===== src/rtl/swerm_pkg.sv =====
// Shared constants, state codes and controller/datapath link types for the
// sliding window event rate meter. No dependencies.
package swerm_pkg;

   localparam int RING_DEPTH  = 256;   // stamps kept in the ring
   localparam int FRAC_BITS   = 8;     // fraction bits of the rate
   localparam int MS_PER_SEC  = 1000;

   localparam int TIME_W      = 32;
   localparam int WIN_W       = 16;
   localparam int RATE_W      = 26;
   localparam int EVT_W       = 9;
   localparam int ADDR_W      = $clog2(RING_DEPTH);
   localparam int COUNT_W     = $clog2(RING_DEPTH + 1);
   // numerator (count-1)*1000 << FRAC_BITS at its largest
   localparam int NUM_W       = $clog2((((RING_DEPTH - 1) * MS_PER_SEC) << FRAC_BITS) + 1);
   localparam int DIV_CNT_W   = $clog2(NUM_W + 1);

   localparam logic [WIN_W-1:0]  WINDOW_RESET = WIN_W'(500);
   localparam logic [RATE_W-1:0] RATE_MAX     = {RATE_W{1'b1}};
   localparam logic [EVT_W-1:0]  EVT_MAX      = {EVT_W{1'b1}};

   typedef enum logic [4:0] {
      ST_IDLE = 5'b00001,
      ST_WALK = 5'b00010,
      ST_EVAL = 5'b00100,
      ST_DIV  = 5'b01000,
      ST_DONE = 5'b10000
   } state_type;

   typedef struct packed {
      logic start;      // take the new stamp, set up the walk
      logic walk;       // one step of the ring walk
      logic eval;       // decide update, load divider
      logic div_step;   // one quotient bit
      logic load_out;   // move result to the output register
   } cmd_type;

   typedef struct packed {
      logic walk_done;
      logic do_div;
      logic div_last;
      logic out_free;
   } status_type;

endpackage


===== src/rtl/swerm_ctrl.sv =====
// Sequencer for the rate meter: walk, evaluate, divide, hand off.
// Depends on swerm_pkg.
module swerm_ctrl (
   input  logic                  clock,
   input  logic                  reset,
   input  logic                  req_valid,
   output logic                  req_ready,
   input  swerm_pkg::status_type status,
   output swerm_pkg::cmd_type    cmd
);

   swerm_pkg::state_type state_ff, state_in;

   always_comb begin
      state_in     = state_ff;
      cmd          = '0;
      case (state_ff)
         swerm_pkg::ST_IDLE: begin
            if (req_valid) begin
               cmd.start = 1'b1;
               state_in  = swerm_pkg::ST_WALK;
            end
         end
         swerm_pkg::ST_WALK: begin
            cmd.walk = 1'b1;
            if (status.walk_done) begin
               state_in = swerm_pkg::ST_EVAL;
            end
         end
         swerm_pkg::ST_EVAL: begin
            cmd.eval = 1'b1;
            state_in = status.do_div ? swerm_pkg::ST_DIV : swerm_pkg::ST_DONE;
         end
         swerm_pkg::ST_DIV: begin
            cmd.div_step = 1'b1;
            if (status.div_last) begin
               state_in = swerm_pkg::ST_DONE;
            end
         end
         swerm_pkg::ST_DONE: begin
            if (status.out_free) begin
               cmd.load_out = 1'b1;
               state_in     = swerm_pkg::ST_IDLE;
            end
         end
         default: begin
            state_in = swerm_pkg::ST_IDLE;
         end
      endcase
   end

   assign req_ready = (state_ff == swerm_pkg::ST_IDLE);

   always_ff @(posedge clock) begin
      if (reset) begin
         state_ff <= swerm_pkg::ST_IDLE;
      end else begin
         state_ff <= state_in;
      end
   end

endmodule


===== config.mk =====
export PLATFORM = sky130hd
export DESIGN_NAME = swerm_ctrl
export DESIGN_NICKNAME = d
export VERILOG_FILES = /design/src/rtl/swerm_pkg.sv /design/src/rtl/swerm_ctrl.sv
export SDC_FILE = /design/constraint.sdc
export NUM_CORES = 1
export LEC_CHECK = 0
export BUFFER_PORTS_ARGS = -buffer_cell sky130_fd_sc_hd__buf_2
export CAP_MARGIN = 15
export CORE_AREA = 2 2 39 41
export DETAILED_ROUTE_END_ITERATION = 8
export DIE_AREA = 0 0 41 43
export GPL_TIMING_DRIVEN = 0
export SYNTH_ARGS = -nofsm -noshare
export SYNTH_HDL_FRONTEND = slang
export SYNTH_SLANG_ARGS = --single-unit

===== constraint.sdc =====
create_clock -name clock -period 1.55 [get_ports clock]
set_clock_uncertainty 0.1 [all_clocks]
set_input_delay 0.155 -clock clock [delete_from_list [all_inputs] [get_ports clock]]
set_output_delay 0.155 -clock clock [all_outputs]
set_load 0.02 [all_outputs]

==> results.py <==
metrics = {
    "layout": {
        "layout-drive-gt1-share": 0.460,
        "largest_register_ffs": 5,
        "nets": 71,
        "n_antenna_cell": 0,
        "layout_commonest_cell": "buf_2",
        "synthToLayoutAreaGrowth_pct": 46.4,
        "regMostFlops": "state_ff",
        "mostFrequentLayoutCells": "9 x buf_2, 8 x nor2_1, 5 x buf_4, 5 x dfxtp_1, 4 x inv_1",
        "top_regs": "state_ff: 5 flops",
    },
    "floorplan": {
        "die_x_um": 41,
        "num_rows": 14,
        "coreArea_um2": 1380,
        "die_y_um": 43,
        "start_util": 0.263,
        "die-area_um2": 1760,
        "ios": 13,
    },
    "critical_path": {
        "regToRegSetupSlack_ns": 0.10,
        "reg2reg_from": "state_ff[1]",
        "critical_path_arrival_ns": 1.28,
        "crit_chain": "buf_6 -> or3_4 -> nor2_4 -> buf_6",
        "cp_slowest_cell": "or3_4",
        "cp-start-kind": "register",
        "cp_common_cell": "buf_6",
        "critical_path_class": "reg -> out",
        "cp.required_ns": 1.29,
        "r2r.worst_path.cells": 4,
        "crit_path_end_kind": "output pin",
        "crit_fanout": 8,
        "timing.rr.end": "state_ff[3]",
        "max_stage_delay_ns": 0.40,
    },
    "cts": {
        "cts_max_path_buffers": 2,
        "postCtsHoldBufs": 0,
        "htreeDepth": 1,
        "clk_pin_slew_ns": 0.04,
        "cts_tree": "done",
        "numCtsBuffers": 3,
        "clockRootBuffer": "clkbuf_4",
        "cts.sink_count": 5,
        "insertion_delay_ns": 0.24,
    },
    "global_routing": {
        "grt_max_degree": 10,
        "grt_usage": 0.119,
        "grt_antenna_before_repair": 0,
        "overflow": 0,
        "first_global_vias": 358,
        "grt_first_pass_wirelength_um": 1390,
    },
    "timing": {
        "slew_headroom": 0.801,
        "fin_tns_setup_ns": 0,
        "rsz0062_at_grt": "true",
        "min_period_over_period": 0.991,
        "finalHoldViolCount": 0,
        "setup_viol": 0,
        "period_minus_slack_ns": 1.54,
        "fin_ws_ns": 0.0144,
        "slew_viol_final": 0,
        "tightest_slew_ns": 0.298,
        "max_freq_mhz": 651,
    },
    "yosys": {
        "synthCells": 45,
        "netlist_area_um2": 364,
        "synth.top_cells.by_area": "dfxtp_1 27%, nor2_1 9.3%, a22o_4 4.8%, nor3_1 4.1%, inv_1 4.1%",
        "synth_warnings": 0,
        "synth_edf_count": 0,
        "synth_area_leader_cell": "dfxtp_1",
        "synth_nets": 52,
        "synth_seq_cells": 5,
        "yosysTopAreaCellShare": 0.275,
        "ys_types": 26,
        "yosysSeqAreaShare": 0.275,
        "synth_ff_type": "dfxtp_1",
        "synth.avg_cell_area_um2": 8.09,
        "ys_async_sr_fraction": 0,
    },
    "min_path": {
        "whs_path_depth": 2,
        "hold_path_class": "in -> reg",
        "hold_path_end": "state_ff[2]",
        "hold_path_startpoint": "reset",
    },
    "placement": {
        "io_buffers": 12,
        "preCtsSetupSlack_ns": 0.128,
        "gp_congestion": 0.675,
        "dpl.hpwl_um": 659,
    },
    "power": {
        "power_leakage_nw": 0.256,
        "power.density_nw_per_um2": 760,
        "ir_drop_mv": 0.212,
    },
    "detailed_routing": {
        "dr.first_iter.drc_count": 2,
        "drt-total-wl_um": 870,
        "vias": 391,
        "routedWlPerCell_um": 11.0,
        "ant_nets": 0,
        "drt-pass1-iter-count": 2,
        "via_per_inst": 4.95,
        "drcViolationCount": 0,
    },
    "run": {
        "drv_cap": 0,
    },
    "outcome": {
        "status": "finished, final reports clean",
    },
}
## layer usage
layer | vias up | share of wire | track usage
met5 | - | 0 | 0
met4 | 0 | 0 | 0.100
met3 | 0 | 0.055 | 0.0157
met2 | 9 | 0.56 | 0.200
met1 | 183 | 0.39 | 0.117
li1 | 199 | - | -
## cell type report
class / instances / area [µm²]
Clock buffer: 4 / 26.3
Timing Repair Buffer: 14 / 86.3
Sequential cell: 5 / 100
Fill cell: 146 / 851
Inverter: 4 / 15.0
Buffer: 2 / 18.8
Tap cell: 16 / 20.0
Multi-Input combinational cell: 34 / 267
## critical path: cells and delay by family (launching register included)
kind                   cells  cell delay (ns)
buffers and inverters      2             0.25
flip-flops                 1             0.30
AND/OR/NAND/NOR            2             0.49
## timing repair
action | in CTS | in global routing
setup endpoints to repair | 3 | 5
pin swaps | 3 | 1
resized for setup | 5 | 7
setup buffers | 2 | 0
## stage by stage
stage	std cells	power [mW]	area (µm²)	utilization	hold slack [ns]
6_report	79	0.405	533	0.385	0.0790
5_1_grt	79	0.435	533	0.385	0.0717
4_1_cts	79	0.404	507	0.366	0.0710
3_5_place_dp	73	0.246	444	0.321	0.324
3_3_place_gp	73	0.245	444	0.321	0.321
2_1_floorplan	45	0.215	364	-	0.125
## cell usage after synthesis (2+ instances only)
| cell type | count |
|---|---|
| a21oi_1 | 2 |
| dfxtp_1 | 5 |
| inv_1 | 4 |
| nor2_1 | 9 |
| nor2b_1 | 2 |
| nor3_1 | 3 |
## logic make-up (layout without fill, tap and decap cells)
family / Yosys count / in the layout / synth area share
DFF: 5 / 5 / 0.275
AOI/OAI and AO/OA: 9 / 9 / 0.230
xor gates and xnor gates: 1 / 1 / 0.0241
and+or+nand+nor: 24 / 24 / 0.378
buffers and inverters: 6 / 24 / 0.0928
## power by group
| part | total, mW | leakage, nW | switching, mW | internal, mW |
|---|---|---|---|---|
| clock network | 0.149 | 0.0150 | 0.0518 | 0.0972 |
| logic | 0.109 | 0.200 | 0.0578 | 0.0514 |
| registers | 0.147 | 0.0408 | 0.0107 | 0.136 |
| total | 0.405 | 0.256 | 0.120 | 0.285 |
## worst max-delay path by stage
stage / start / endpoint / slack, ns / cells past startpoint
6_report: state_ff[3] / cmd[3] / 0.01 / 4
5_1_grt: state_ff[3] / cmd[3] / -0.05 / 4
4_1_cts: state_ff[3] / cmd[3] / -0.01 / 4
3_5_place_dp: state_ff[4] / cmd[4] / 0.13 / 5
3_3_place_gp: state_ff[4] / cmd[4] / 0.13 / 5
2_1_floorplan: state_ff[4] / cmd[3] / 0.15 / 3
(Power assumes the default switching activity.)
